==> config.mk <==
export PLATFORM = sky130hd
export DESIGN_NAME = gsdc_seq
export DESIGN_NICKNAME = d
export VERILOG_FILES = /design/src/gsdc_pkg.sv /design/src/gsdc_seq.sv
export SDC_FILE = /design/constraint.sdc
export NUM_CORES = 1
export LEC_CHECK = 0
export BUFFER_PORTS_ARGS = -buffer_cell sky130_fd_sc_hd__buf_2
export CORE_ASPECT_RATIO = 0.8
export CORE_UTILIZATION = 60
export DETAILED_ROUTE_END_ITERATION = 16
export PLACE_DENSITY = 0.82
export SYNTH_ARGS = -nofsm -noshare
export SYNTH_HDL_FRONTEND = slang
export SYNTH_SLANG_ARGS = --single-unit
export TNS_END_PERCENT = 5
==> constraint.sdc <==
create_clock -name clk -period 8.9 [get_ports clk]
set_clock_uncertainty 0.2 [all_clocks]
set_input_delay 1.78 -clock clk [delete_from_list [all_inputs] [get_ports clk]]
set_output_delay 1.78 -clock clk [all_outputs]
set_load 0.1 [all_outputs]
==> src/gsdc_pkg.sv <==
// gsdc_pkg: shared constants, cell codes, types and state encoding
// used by the spreading sequencer and the top level
package gsdc_pkg;

	localparam int MAX_SIDE = 128;
	localparam int SIDE_W   = $clog2(MAX_SIDE);
	localparam int N_W      = SIDE_W + 1;
	localparam int ADDR_W   = 2 * SIDE_W;
	localparam int CNT_W    = 15;
	localparam int GEN_W    = 16;
	localparam int GSZ_W    = 8;
	localparam int K_W      = 3;

	localparam logic [1:0] KIND_EMPTY   = 2'd0;
	localparam logic [1:0] KIND_MARKED  = 2'd1;
	localparam logic [1:0] KIND_BLOCKED = 2'd2;
	// empty cell marked during the current generation, not yet a source
	localparam logic [1:0] KIND_FRESH   = 2'd3;

	localparam logic REG_GRID_SIZE = 1'b0;
	localparam logic REG_DAY_COUNT = 1'b1;

	localparam logic [K_W-1:0] NB_SELF  = 3'd0;
	localparam logic [K_W-1:0] NB_UP    = 3'd1;
	localparam logic [K_W-1:0] NB_DOWN  = 3'd2;
	localparam logic [K_W-1:0] NB_LEFT  = 3'd3;
	localparam logic [K_W-1:0] NB_RIGHT = 3'd4;

	typedef enum logic [2:0] {
		S_IDLE,
		S_A_ISSUE,
		S_A_WAIT,
		S_B_ISSUE,
		S_B_WAIT,
		S_C_ISSUE,
		S_C_WAIT,
		S_DONE
	} seq_state_t;

	typedef struct packed {
		logic              rd_en;
		logic [ADDR_W-1:0] rd_addr;
		logic              wr_en;
		logic [ADDR_W-1:0] wr_addr;
		logic [1:0]        wr_data;
	} mem_req_t;

endpackage

==> src/gsdc_seq.sv <==
// gsdc_seq: generation sweep sequencer, marks, commits and counts cells
// through the cell ram; uses gsdc_pkg
module gsdc_seq (
	input  logic                         clk,
	input  logic                         arst_n,
	input  logic                         start,
	input  logic [gsdc_pkg::N_W-1:0]     side,
	input  logic [gsdc_pkg::GEN_W-1:0]   gens,
	input  logic [1:0]                   rd_data,
	output gsdc_pkg::mem_req_t           req,
	output logic                         done,
	output logic [gsdc_pkg::CNT_W-1:0]   count
);

	gsdc_pkg::seq_state_t state_q, state_d;
	logic [gsdc_pkg::SIDE_W-1:0] row_q, row_d, col_q, col_d;
	logic [gsdc_pkg::ADDR_W-1:0] addr_q, addr_d;
	logic [gsdc_pkg::K_W-1:0]    k_q, k_d;
	logic [gsdc_pkg::GEN_W-1:0]  gen_q, gen_d;
	logic                        changed_q, changed_d;
	logic [gsdc_pkg::CNT_W-1:0]  count_q, count_d;

	logic [gsdc_pkg::N_W-1:0]    side_m1, row_p1, col_p1;
	logic                        last_col, last_row;
	logic                        nb_ok;
	logic [gsdc_pkg::ADDR_W-1:0] self_addr, nb_addr, side_a, nxt_addr;
	logic [gsdc_pkg::SIDE_W-1:0] nxt_row, nxt_col;

	assign side_m1  = side - gsdc_pkg::N_W'(1);
	assign row_p1   = {1'b0, row_q} + gsdc_pkg::N_W'(1);
	assign col_p1   = {1'b0, col_q} + gsdc_pkg::N_W'(1);
	assign last_col = ({1'b0, col_q} == side_m1);
	assign last_row = ({1'b0, row_q} == side_m1);
	// row-major linear address, row stride is the side in use
	assign side_a    = gsdc_pkg::ADDR_W'(side);
	assign self_addr = addr_q;
	assign nxt_addr  = addr_q + gsdc_pkg::ADDR_W'(1);
	assign nxt_col  = last_col ? '0 : col_p1[gsdc_pkg::SIDE_W-1:0];
	assign nxt_row  = last_col ? row_p1[gsdc_pkg::SIDE_W-1:0] : row_q;

	always_comb begin
		nb_ok   = 1'b1;
		nb_addr = self_addr;
		unique case (k_q)
			gsdc_pkg::NB_UP: begin
				nb_ok   = (row_q != '0);
				nb_addr = addr_q - side_a;
			end
			gsdc_pkg::NB_DOWN: begin
				nb_ok   = (row_p1 < side);
				nb_addr = addr_q + side_a;
			end
			gsdc_pkg::NB_LEFT: begin
				nb_ok   = (col_q != '0);
				nb_addr = addr_q - gsdc_pkg::ADDR_W'(1);
			end
			gsdc_pkg::NB_RIGHT: begin
				nb_ok   = (col_p1 < side);
				nb_addr = nxt_addr;
			end
			default: begin
				nb_ok   = 1'b1;
				nb_addr = self_addr;
			end
		endcase
	end

	always_ff @(posedge clk or negedge arst_n) begin
		if (!arst_n) begin
			state_q   <= gsdc_pkg::S_IDLE;
			row_q     <= '0;
			col_q     <= '0;
			addr_q    <= '0;
			k_q       <= '0;
			gen_q     <= '0;
			changed_q <= 1'b0;
			count_q   <= '0;
		end else begin
			state_q   <= state_d;
			row_q     <= row_d;
			col_q     <= col_d;
			addr_q    <= addr_d;
			k_q       <= k_d;
			gen_q     <= gen_d;
			changed_q <= changed_d;
			count_q   <= count_d;
		end
	end

	always_comb begin
		state_d   = state_q;
		row_d     = row_q;
		col_d     = col_q;
		addr_d    = addr_q;
		k_d       = k_q;
		gen_d     = gen_q;
		changed_d = changed_q;
		count_d   = count_q;
		req       = '0;
		done      = 1'b0;
		unique case (state_q)
			gsdc_pkg::S_IDLE: begin
				if (start) begin
					row_d     = '0;
					col_d     = '0;
					addr_d    = '0;
					k_d       = gsdc_pkg::NB_SELF;
					gen_d     = '0;
					changed_d = 1'b0;
					count_d   = '0;
					state_d   = (gens == '0) ? gsdc_pkg::S_C_ISSUE : gsdc_pkg::S_A_ISSUE;
				end
			end
			gsdc_pkg::S_A_ISSUE: begin
				if (nb_ok) begin
					req.rd_en   = 1'b1;
					req.rd_addr = nb_addr;
					state_d     = gsdc_pkg::S_A_WAIT;
				end else if (k_q == gsdc_pkg::NB_RIGHT) begin
					k_d    = gsdc_pkg::NB_SELF;
					row_d  = nxt_row;
					col_d  = nxt_col;
					addr_d = nxt_addr;
					if (last_row && last_col) begin
						row_d   = '0;
						addr_d  = '0;
						state_d = changed_q ? gsdc_pkg::S_B_ISSUE : gsdc_pkg::S_C_ISSUE;
					end
				end else begin
					k_d = k_q + gsdc_pkg::K_W'(1);
				end
			end
			gsdc_pkg::S_A_WAIT: begin
				// only cells marked before this generation act as sources
				if ((k_q == gsdc_pkg::NB_SELF && rd_data != gsdc_pkg::KIND_EMPTY) ||
				    (k_q != gsdc_pkg::NB_SELF && rd_data == gsdc_pkg::KIND_MARKED) ||
				    k_q == gsdc_pkg::NB_RIGHT) begin
					if (k_q != gsdc_pkg::NB_SELF && rd_data == gsdc_pkg::KIND_MARKED) begin
						req.wr_en   = 1'b1;
						req.wr_addr = self_addr;
						req.wr_data = gsdc_pkg::KIND_FRESH;
						changed_d   = 1'b1;
					end
					k_d    = gsdc_pkg::NB_SELF;
					row_d  = nxt_row;
					col_d  = nxt_col;
					addr_d = nxt_addr;
					state_d = gsdc_pkg::S_A_ISSUE;
					if (last_row && last_col) begin
						row_d  = '0;
						addr_d = '0;
						if (changed_d) begin
							state_d = gsdc_pkg::S_B_ISSUE;
						end else begin
							state_d = gsdc_pkg::S_C_ISSUE;
						end
					end
				end else begin
					k_d     = k_q + gsdc_pkg::K_W'(1);
					state_d = gsdc_pkg::S_A_ISSUE;
				end
			end
			gsdc_pkg::S_B_ISSUE: begin
				req.rd_en   = 1'b1;
				req.rd_addr = self_addr;
				state_d     = gsdc_pkg::S_B_WAIT;
			end
			gsdc_pkg::S_B_WAIT: begin
				if (rd_data == gsdc_pkg::KIND_FRESH) begin
					req.wr_en   = 1'b1;
					req.wr_addr = self_addr;
					req.wr_data = gsdc_pkg::KIND_MARKED;
				end
				row_d   = nxt_row;
				col_d   = nxt_col;
				addr_d  = nxt_addr;
				state_d = gsdc_pkg::S_B_ISSUE;
				if (last_row && last_col) begin
					row_d     = '0;
					addr_d    = '0;
					gen_d     = gen_q + gsdc_pkg::GEN_W'(1);
					changed_d = 1'b0;
					state_d   = (gen_d == gens) ? gsdc_pkg::S_C_ISSUE : gsdc_pkg::S_A_ISSUE;
				end
			end
			gsdc_pkg::S_C_ISSUE: begin
				req.rd_en   = 1'b1;
				req.rd_addr = self_addr;
				state_d     = gsdc_pkg::S_C_WAIT;
			end
			gsdc_pkg::S_C_WAIT: begin
				if (rd_data == gsdc_pkg::KIND_MARKED) begin
					count_d = count_q + gsdc_pkg::CNT_W'(1);
				end
				row_d   = nxt_row;
				col_d   = nxt_col;
				addr_d  = nxt_addr;
				state_d = gsdc_pkg::S_C_ISSUE;
				if (last_row && last_col) begin
					row_d   = '0;
					addr_d  = '0;
					state_d = gsdc_pkg::S_DONE;
				end
			end
			gsdc_pkg::S_DONE: begin
				done    = 1'b1;
				state_d = gsdc_pkg::S_IDLE;
			end
			default: begin
				state_d = gsdc_pkg::S_IDLE;
			end
		endcase
	end

	assign count = count_q;

endmodule
After elaboration in Yosys (flattened, before gate mapping)
Index checks and enable logic that the tools add are counted.
{"block": "word_totals", "reg_bits": 66, "input_bits": 29, "wordCells": 127}
{"block": "classes", "add_sub_neg": 10, "n_lt_le_gt_ge": 2, "eq_ne": 24, "n_mux": 58, "reduce_logical": 25}
{"op": "14-bit one-hot mux with 4 select lines", "n": 2}
{"op": "14-bit two-way mux", "n": 5}
{"op": "7-bit two-way mux", "n": 10}
{"op": "15-bit one-hot mux with 2 select lines", "n": 2}
{"op": "7-bit one-hot mux with 4 select lines", "n": 2}
{"op": "17-bit two-way mux", "n": 3}
{"op": "15-bit two-way mux", "n": 3}
{"op": "3-bit two-way mux", "n": 15}
{"op": "17-bit one-hot mux with 2 select lines", "n": 1}
{"op": "16-bit two-way mux", "n": 2}
{"op": "16-bit one-hot mux with 2 select lines", "n": 1}
{"op": "3-bit one-hot mux with 8 select lines", "n": 1}
{"op": "16-bit by 1-bit adder with 16-bit output, second input constant", "n": 1}
{"op": "7-bit by 1-bit adder with 8-bit output, second input constant", "n": 2}
{"op": "16-bit == test", "n": 1}
{"op": "7-bit by 8-bit == test with 1-bit output", "n": 2}
{"op": "16-bit zero test", "n": 1}
{"op": "8-bit < comparator", "n": 2}
{"op": "15-bit by 1-bit adder with 15-bit output, second input constant", "n": 1}
{"op": "3-bit == test, second input constant", "n": 5}
{"op": "14-bit by 1-bit adder with 14-bit output, second input constant", "n": 1}
{"op": "14-bit by 8-bit adder with 14-bit output", "n": 1}
{"op": "7-bit nonzero test", "n": 2}
{"op": "14-bit by 1-bit subtractor with 14-bit output, second input constant", "n": 1}
{"op": "other kinds (24)", "n": 52}

Depth between registers and ports, before layout
Gate-level depths: netlist (run 1).
{"block": "logic_depth", "depth_word": 10, "mapped_depth": 15}

Worst setup path after synthesis (run 1)
No wires, ideal clock.
{"block": "synth_path", "path_type": "input to output", "start": "input port side[4] (netlist bit)", "end": "output port req[27] (netlist bit)", "arrival_time_ns": 6.382, "path_slack_ns": 0.538, "cell_stages": 11, "path_buffers": 1, "cell_sequence": "clkbuf_1 > inv_1 > ha_1 > o21a_1 > o211ai_1 > a21oi_1 > a2111oi_2 > nor2_1 > nor2_1 > o211ai_1 > a221oi_1"}
{"element": "from (decl)", "line": "gsdc_seq.sv:7", "rtl": "input logic [gsdc_pkg::N_W-1:0] side,"}
{"element": "to (decl)", "line": "gsdc_seq.sv:10", "rtl": "output gsdc_pkg::mem_req_t req,"}

==> metrics.txt, run 1 <==
adder-cell share of the synthesized area=8.55%; routed wire length per instance=18.8 microns; headroom to the max-slew limit=36.1%; top library cells by usage in the layout, fill and taps aside=o21ai_0, nand2_1, buf_2; maximum number of pins on one net before global-route repair=67; sink count of the clock tree=66; number of register bits inferred by synthesis=66; number of setup violations in the final report=0; Post-Place Setup Slack=1.49 ns; sort of element at the start of the critical path=input pin; most common cell after layout, fill and taps aside=o21ai_0; post-synthesis to final-layout area growth=10.5%; global-route wire length before repair=31.1 mm; post-synthesis instance area=6530 sq um; Setup crit end kind=output port; number of design-rule violations left by the first detailed-router iteration=719; I/O pin total=77; post-synthesis xor/xnor area fraction=9.87%; vias per inst=6.65; Pwr per Cell Area=242 nW/um^2; number of antenna violations at the first check in global routing=1; critical-path cell list=buf_2 > inv_1 > ha_1 > nand2_1 > o21ai_0 > inv_1 > ha_1 > nor2b_1 > o2111a_1 > o31ai_1 > o21ai_0 > a21o_1 > mux2i_1 > a211oi_1 > nor3_1 > buf_2; most used flip-flop cell after synthesis=dfrtp_1; CP max stage cell=o31ai_1; final-layout fill cell count=869; stage delay of the slowest cell on the critical path=0.54 ns; worst IR drop on VDD=190 uV; post-CTS setup-driven buffer insertion count=0; worst slew pin tran=0.955 ns; hold buffer count at cts=0; row count=33; DRT Pass-1 Iters=6; total clock buffers created by CTS=9; FF/Latch Area=1650 sq um; CP Max Fanout=5; count of yosys warnings during synthesis=0; maximum level of the CTS H-tree=3; overall track demand over capacity in global routing=34.8%; proportion of netlist area held by the largest area contributor=25.3%; fraction of the mapped netlist area in compound gates=23.4%; static leakage power=3.15 nW; total non-filler cell area in the finished layout=7220 sq um; number of distinct library cells after synthesis=75; post-synthesis instance total=840; Hold Path Class=reg -> reg; Post-Route Setup TNS=0 ns; max-slew violation total from the final report=0; post-route clock period utilization=84.4%; NumNets Final=956; Port Buffers=76; x dimension of the die=119 microns; post-synth top area cell=dfrtp_1; top cells by area, synth=dfrtp_1, ha_1, o21ai_0; unrepaired setup endpoints after global routing=no; post-detailed-placement half-perimeter wirelength=14.4 mm; Post-synth EDFFs=0; largest family of logic cells by synthesized area=simple AND/OR/NAND/NOR gates; Total Die Area=11300 sq um; mux cell area share after synthesis=1.26%; clock tree from TritonCTS=done; aggregate routed wire length=19.3 mm; run status=complete, no violations; final hold vios=0; Max Root-Sink Buffers=2; # resized after CTS=0; share of final-layout standard cells stronger than drive strength 1=13.0%; post-synthesis async set-or-reset flop share=100%; clock latency on the worst-skew pair=0.34 ns; number of global-route vias before repair=6224; core area=10400 sq um; multi-input combinational cell area=4560 sq um; cell total after placement=1012; clock slew seen by the registers of the worst setup and hold paths=0.06 ns; min cycle time layout=7.51 ns; Avg Inst Size Synth=7.77 sq um; basic-gate share of the synthesized area counting and, or, nand and nor cells=26.6%; sequential cell area fraction in the yosys report=25.3%; detailed-route via count=6832; placer's final routability congestion estimate=0.961; min setup slack post-route=1.39 ns; total power consumption of the routed design=1.75 mW; GRT Residual Overflow=0; signal arrival time at the worst endpoint=5.53 ns; clk root buf=clkbuf_16; Hold Slack=0.301 ns; post-detailed-route DRC marker count=0; required time at the worst-slack endpoint=6.92 ns; count of nets left with antenna violations after detail routing=0; Maximum Capacitance Violations=0; number of non-filler instances in the completed layout=1028; Critical Setup Path Class=in -> out; Post-Syn Nets=913; starting density of the core=62.7%; fmax=133 MHz; utilization of the core after routing=69.4%; placed instance area=6920 sq um; Die H=95.3 microns; antenna diode count=0
[synthesized netlist by cell type (4+ instances only)]
cell	number
o21ai_0	86
nand2_1	80
nor2_1	70
dfrtp_1	66
ha_1	43
xnor2_1	40
clkbuf_1	39
nand3_1	38
a21oi_1	33
inv_1	33
nor3_1	25
xor2_1	24
nor2b_1	20
o31ai_1	19
nand4_1	18
and3_1	17
nand2b_1	15
a22o_1	14
nor4_1	14
and2_1	9
o211ai_1	9
or3_1	9
o21a_1	8
o22ai_1	8
mux2i_1	6
a21o_1	5
o41ai_1	5
or4_1	5
a221oi_1	4
a22oi_1	4
a31oi_1	4
o21ai_1	4
o31a_1	4
or2_2	4
[state kept, by name (all words and copies together) (netlist names)]
signal,flops
gen_q,16
count,15
addr_q,14
col_q,7
row_q,7
k_q,3
state_q,3
changed_q,1
[logic make-up (layout without fill, tap and decap cells)]
logic type | count (synthesis) | after routing
adders and majority gates | 44 | 44
buffers and inverters | 81 | 129
muxes | 8 | 8
AOI/OAI and AO/OA | 235 | 235
xor gates and xnor gates | 68 | 68
DFF | 66 | 66
and+or+nand+nor | 338 | 338
[worst max-delay path, delay by kind of cell]
kind	cells	cell delay, ns
AO/OA/AOI/OAI	6	1.68
adder cells (fa/ha/maj)	2	0.65
buffers and inverters	4	0.81
multiplexers	1	0.15
AND/OR/NAND/NOR	3	0.45
[worst paths after layout]
check	startpoint	end	slack (ns)	depth (start not counted)
min reg2reg	count[14]	count[14]	0.30	1
max in group asynchronous	arst_n	gen_q[10]	6.48	2
max	side[1]	req[30]	1.39	16
max reg2reg	col_q[0]	addr_q[3]	4.74	11
min in group asynchronous	arst_n	addr_q[6]	1.43	2
min	count[14]	count[14]	0.30	1
[metal layers]
layer | vias up | share of wire, % | wire length (microns) | global-route usage, %
met5 | - | 0.067 | 13 | 0
met4 | 2 | 1.7 | 332 | 10.8
met3 | 36 | 8.9 | 1720 | 6.64
met2 | 385 | 45 | 8770 | 56.3
met1 | 3257 | 44 | 8500 | 47.5
li1 | 3152 | - | - | -
[area by class of cell]
cell class / count / share of cell area, %
Clock inverter: 7 / 1.04
Tap cell: 140 / 2.43
Sequential cell: 66 / 22.9
Multi-Input combinational cell: 693 / 63.1
Clock buffer: 9 / 3.12
Timing Repair Buffer: 80 / 5.69
Inverter: 33 / 1.72
[report_power, final]
part | leakage, nW | switching, mW | internal, mW
Clock | 0.150 | 0.142 | 0.219
Sequential | 0.909 | 0.0946 | 0.331
Combinational | 2.10 | 0.685 | 0.274
Note: power is estimated with default switching activity, not from simulation.
==> run 2: changes to the inputs <==
clock period = 7 ns   (was 8.9 ns; I/O delays follow)
==> metrics.txt, run 2 (synthesis results as in run 1) <==
count of nets left with antenna violations after detail routing=0 (unchanged); minimum setup slack among reg-to-reg paths=3.11 ns (-1.63 ns); post-route clock period utilization=94.4%; Maximum Capacitance Violations=0 (unchanged); run status=complete, no violations; signal arrival time at the worst endpoint=5.01 ns (-0.52 ns); start point of the critical path=side[0]; utilization of the core after routing=69.9% (+0.54 points); Hold Path Class=reg -> reg; number of antenna violations at the first check in global routing=0 (-1); post-detailed-route DRC marker count=0 (unchanged); max FFs per register=16 (unchanged); global route hottest layer=met2; number of setup violations in the final report=0 (unchanged); maximum level of the CTS H-tree=3 (unchanged); clock slew seen by the registers of the worst setup and hold paths=0.06 ns (about the same); placer's final routability congestion estimate=0.945 (-1.7%); static leakage power=3.18 nW (+0.83%); global-route met3 utilization=6.88% (+0.24 points); Port Buffers=76 (unchanged); met1 track demand over resource=46.2% (-1.3 points); clock tree from TritonCTS=done; register with the highest flop count=gen_q; critical register-to-register path endpoint=addr_q[3]; most common cell after layout, fill and taps aside=o21ai_0; number of design-rule violations left by the first detailed-router iteration=551 (-23%); total power consumption of the routed design=2.26 mW (+30%); core area=10400 sq um (unchanged); top library cells by usage in the layout, fill and taps aside=o21ai_0, nand2_1, buf_2; unrepaired setup endpoints after global routing=no; NumNets Final=959 (+0.31%); required time at the worst-slack endpoint=5.40 ns (-1.52 ns); WHS Endpoint=count[14]; DRT Pass-1 Iters=5 (-1); I/O pin total=77 (unchanged); number of global-route vias before repair=6231 (+0.11%); Total Die Area=11300 sq um (unchanged); headroom to the max-slew limit=35.4% (-0.76 points); Critical Setup Path Class=in -> out; aggregate routed wire length=19.0 mm (-1.9%); # resized after CTS=0 (unchanged); hold buffer count at cts=0 (unchanged); max-slew violation total from the final report=0 (unchanged); final-layout fill cell count=868 (-0.12%); cell total after placement=1015 (+0.30%); detailed-route via count=6804 (-0.41%); worst slew pin tran=0.966 ns (+0.0113 ns); Setup crit end kind=output port; overall track demand over capacity in global routing=34.6% (-0.20 points); vias per inst=6.60 (-0.70%); Hold Slack=0.305 ns (+0.00418 ns); startpoint of the worst-slack reg-to-reg timing path=col_q[0]; post-CTS setup-driven buffer insertion count=0 (unchanged); maximum number of pins on one net before global-route repair=67 (unchanged); clk root buf=clkbuf_16; antenna diode count=0 (unchanged); row count=33 (unchanged); Die H=95.3 microns (unchanged); worst hold start=count[14]; worst IR drop on VDD=222 uV (+17%); number of cells traversed by the worst hold path=1 (unchanged); x dimension of the die=119 microns (unchanged); total clock buffers created by CTS=9 (unchanged); routed wire length per instance=18.4 microns (-2.2%); post-detailed-placement half-perimeter wirelength=13.9 mm (-3.6%); clock latency on the worst-skew pair=0.35 ns (about the same); Post-Route Setup TNS=0 ns (unchanged); fmax=151 MHz; starting density of the core=62.7% (unchanged); Max Root-Sink Buffers=2 (unchanged); global-route track usage on met2=56.4% (+0.097 points); GRT Residual Overflow=0 (unchanged); sort of element at the start of the critical path=input pin; sink count of the clock tree=66 (unchanged); Pwr per Cell Area=311 nW/um^2 (+29%); R2R depth=12 (+1); final hold vios=0 (unchanged); global-route wire length before repair=31.0 mm (-0.38%); min cycle time layout=6.61 ns; post-synthesis to final-layout area growth=11.4%; share of final-layout standard cells stronger than drive strength 1=13.4% (+0.41 points); CP Max Fanout=6 (+1); number of non-filler instances in the completed layout=1031 (+0.29%)
run 2: cell count changes in the layout (fill, tap and decap cells not counted), sizes merged:
cell	delta
buf	+3
bufinv	+1
inv	-1
run 2: worst max path at each step:
stage / slack [ns] / cells past startpoint / to
3_3_place_gp: 0.54 / 16 / req[30]
2_1_floorplan: -0.59 / 14 / req[30]
3_5_place_dp: 0.45 / 16 / req[30]
4_1_cts: 0.44 / 16 / req[30]
6_report: 0.39 / 16 / req[30]
5_1_grt: 0.13 / 16 / req[30]
run 2: layer usage:
layer | wire (microns) | up-vias | share of wire (%)
li1 | - | 3164 | -
met1 | 8310 | 3240 | 44
met2 | 8800 | 360 | 46
met3 | 1520 | 40 | 8.0
met4 | 331 | 0 | 1.7
met5 | 0 | - | 0
run 2: cell type report:
class	count	area (sq um)	share of cell area, %
Multi-Input combinational cell	693	4560	62.7
Clock inverter	7	103	1.41
Clock buffer	9	225	3.10
Sequential cell	66	1650	22.7
Timing Repair Buffer	83	433	5.95
Tap cell	140	175	2.41
Inverter	33	124	1.70
run 2: power by group:
| group | switching, mW | leakage [nW] | internal [mW] |
|---|---|---|---|
| clock | 0.190 | 0.161 | 0.316 |
| sequential | 0.119 | 0.909 | 0.421 |
| combinational | 0.861 | 2.11 | 0.355 |
| total | 1.17 | 3.18 | 1.09 |
run 2: per-stage QoR:
step / setup slack [ns] / cell area, sq um
after floorplan: -0.593 / 6540
final: 0.391 / 7270
after global routing: 0.129 / 7270
after CTS: 0.443 / 7270
after global placement: 0.543 / 6950
after detailed placement: 0.450 / 6950
run 2: worst max-delay path, stage by stage:
cell,delay (ns)
buf_2,0.16
inv_1,0.09
ha_1,0.36
nand2_1,0.07
o21ai_0,0.36
inv_1,0.08
ha_1,0.28
nor2b_1,0.15
o2111a_1,0.25
o31ai_1,0.51
o21ai_0,0.19
a21o_1,0.24
mux2i_1,0.16
a211oi_1,0.07
nor3_1,0.19
buf_2,0.45
==> run 3: changes to the inputs <==
ABC_AREA = 1   (was default)
SLEW_MARGIN = 20   (was default)
==> metrics.txt, run 3 <==
run status=complete, no violations; signal arrival time at the worst endpoint=4.65 ns (-0.36 ns); Post-Route Setup TNS=0 ns (unchanged); clock tree from TritonCTS=done; sink count of the clock tree=66 (unchanged); worst IR drop on VDD=198 uV (-11%); cell total after placement=1196 (+18%); post-synthesis to final-layout area growth=11.9%; CP Max Fanout=6 (unchanged); min setup slack post-route=0.750 ns (+0.359 ns); NumNets Final=1140 (+19%); most common cell after layout, fill and taps aside=nand2_1; x dimension of the die=119 microns (+0.56%); stage delay of the slowest cell on the critical path=0.45 ns (-0.06 ns); most numerous cell in the Yosys netlist=nand2_1; Port Buffers=76 (unchanged); routed wire length per instance=14.8 microns (-20%); number of antenna violations at the first check in global routing=0 (unchanged); share of final-layout standard cells stronger than drive strength 1=16.8% (+3.4 points); static leakage power=3.64 nW (+15%); Post-synth EDFFs=0 (unchanged); clock slew seen by the registers of the worst setup and hold paths=0.06 ns (about the same); core area=10500 sq um (+0.79%); total power consumption of the routed design=2.41 mW (+6.4%); FF/Latch Area=1650 sq um (unchanged); post-synthesis instance area=6600 sq um (+1.1%); number of register bits inferred by synthesis=66 (unchanged); number of distinct library cells after synthesis=51 (-32%); proportion of netlist area held by the largest area contributor=25.0% (-0.29 points); top library cells by usage in the layout, fill and taps aside=nand2_1, inv_1, nor2_1; Maximum Capacitance Violations=0 (unchanged); global-route wire length before repair=29.6 mm (-4.6%); worst slew pin tran=0.908 ns (-0.0579 ns); max-slew violation total from the final report=0 (unchanged); post-synthesis instance total=994 (+18%); clock latency on the worst-skew pair=0.34 ns (about the same); sequential cell area fraction in the yosys report=25.0% (-0.29 points); fmax=160 MHz (+5.7%); startpoint of the worst-slack reg-to-reg timing path=col_q[2]; Hold Path Class=reg -> reg; Max Root-Sink Buffers=2 (unchanged); final hold vios=0 (unchanged); clk root buf=clkbuf_16; Total Die Area=11400 sq um (+1.1%); most instantiated cells after synthesis=nand2_1, inv_1, nor2_1; number of global-route vias before repair=6054 (-2.8%); register with the highest flop count=gen_q; # resized after CTS=0 (unchanged); post-detailed-route DRC marker count=0 (unchanged); headroom to the max-slew limit=39.3% (+3.9 points); number of design-rule violations left by the first detailed-router iteration=616 (+12%); Avg Inst Size Synth=6.64 sq um (-15%); unrepaired setup endpoints after global routing=no; min cycle time layout=6.25 ns (-0.359 ns); starting density of the core=63.0% (+0.22 points); top cells by area, synth=dfrtp_1, nand2_1, ha_1; CP max stage cell=buf_2; post-synth top area cell=dfrtp_1; Die H=95.8 microns (+0.56%); utilization of the core after routing=70.4% (+0.55 points); DRT Pass-1 Iters=5 (unchanged); post-synthesis async set-or-reset flop share=100% (unchanged); max FFs per register=16 (unchanged); detailed-route via count=6854 (+0.73%); maximum number of pins on one net before global-route repair=67 (unchanged); final-layout fill cell count=935 (+7.7%); number of non-filler instances in the completed layout=1212 (+18%); most used flip-flop cell after synthesis=dfrtp_1; aggregate routed wire length=17.9 mm (-5.6%); worst hold start=gen_q[15]; row count=33 (unchanged); Setup crit end kind=output port; placer's final routability congestion estimate=0.930 (-1.6%); Critical Setup Path Class=in -> out; I/O pin total=77 (unchanged); antenna diode count=0 (unchanged); Post-Place Setup Slack=0.840 ns (+0.390 ns); count of nets left with antenna violations after detail routing=0 (unchanged); required time at the worst-slack endpoint=5.40 ns (about the same); hold buffer count at cts=0 (unchanged); Pwr per Cell Area=326 nW/um^2 (+4.7%); maximum level of the CTS H-tree=3 (unchanged); total clock buffers created by CTS=9 (unchanged); number of setup violations in the final report=0 (unchanged); count of yosys warnings during synthesis=0 (unchanged); Post-Syn Nets=1067 (+17%); sort of element at the start of the critical path=input pin; multi-input combinational cell area=4280 sq um (-6.2%); start point of the critical path=side[0]; critical-path cell list=buf_2 > inv_1 > ha_1 > inv_1 > nor3_1 > nor2_1 > a21oi_1 > or2_2 > nand3_1 > ha_1 > nand2_1 > nor2_1 > inv_1 > o21ai_0 > nand3_1 > nand2_1 > nor2_1 > nor2_1 > nand2_1 > nand3_1 > nand2_1 > o21ai_0 > buf_2; post-detailed-placement half-perimeter wirelength=13.7 mm (-1.9%); overall track demand over capacity in global routing=33.1% (-1.5 points); GRT Residual Overflow=0 (unchanged); post-CTS setup-driven buffer insertion count=0 (unchanged); post-route clock period utilization=89.3% (-5.1 points); vias per inst=5.66 (-14%)
==> run 3: worst max-delay path, delay by kind of cell <==
| kind | cells | cell delay (ns) |
|---|---|---|
| AOI/OAI and AO/OA | 3 | 0.53 |
| adders and majority gates | 2 | 0.55 |
| buffers and inverters | 5 | 0.87 |
| and+or+nand+nor | 13 | 1.29 |
==> run 3: path summary, 6_finish.rpt <==
check                            endpoint  slack [ns]  cells after the start
worst min register to register  gen_q[15]        0.31                      2
worst min-delay path            gen_q[15]        0.31                      2
min in group asynchronous       addr_q[2]        1.02                      2
worst max-delay path              req[28]        0.75                     23
max in group asynchronous        row_q[0]        4.96                      2
worst max register to register  addr_q[0]        2.60                     16
==> run 3: layout make-up <==
| type | instances | share of cell area, % |
|---|---|---|
| repair buffers | 79 | 5.45 |
| well taps | 140 | 2.37 |
| flip-flops and latches | 66 | 22.4 |
| inverters | 148 | 7.52 |
| multi-input cells | 763 | 57.9 |
| clock buffers | 9 | 3.05 |
| clock inverters | 7 | 1.35 |
==> run 3: cell families after synthesis <==
| logic type | after synthesis | share of synthesized area, % |
|---|---|---|
| AOI/OAI and AO/OA | 172 | 16.6 |
| xor gates and xnor gates | 28 | 3.94 |
| adders and majority gates | 44 | 8.45 |
| buffers and inverters | 165 | 10.2 |
| DFF | 66 | 25.0 |
| and+or+nand+nor | 519 | 35.8 |
==> run 3: power breakdown <==
| part | leakage (nW) | switching, mW | total [mW] | internal (mW) |
|---|---|---|---|---|
| registers | 0.908 | 0.0811 | 0.519 | 0.437 |
| logic | 2.57 | 1.04 | 1.38 | 0.341 |
| clock network | 0.160 | 0.191 | 0.506 | 0.315 |
| total | 3.64 | 1.31 | 2.41 | 1.09 |
==> run 3: per-stage QoR <==
step	cell area, sq um	hold WS (ns)
6_report	7390	0.315
5_1_grt	7390	0.349
4_1_cts	7390	0.314
3_5_place_dp	7060	0.298
3_3_place_gp	7060	0.300
2_1_floorplan	6600	0.283
==> run 3: per-layer routing <==
metal | track usage, % | vias up | wire (microns)
li1 | - | 3432 | -
met1 | 47.5 | 3120 | 8680
met2 | 50.7 | 275 | 7580
met3 | 5.45 | 27 | 1340
met4 | 10.8 | 0 | 298
met5 | 0 | - | 0
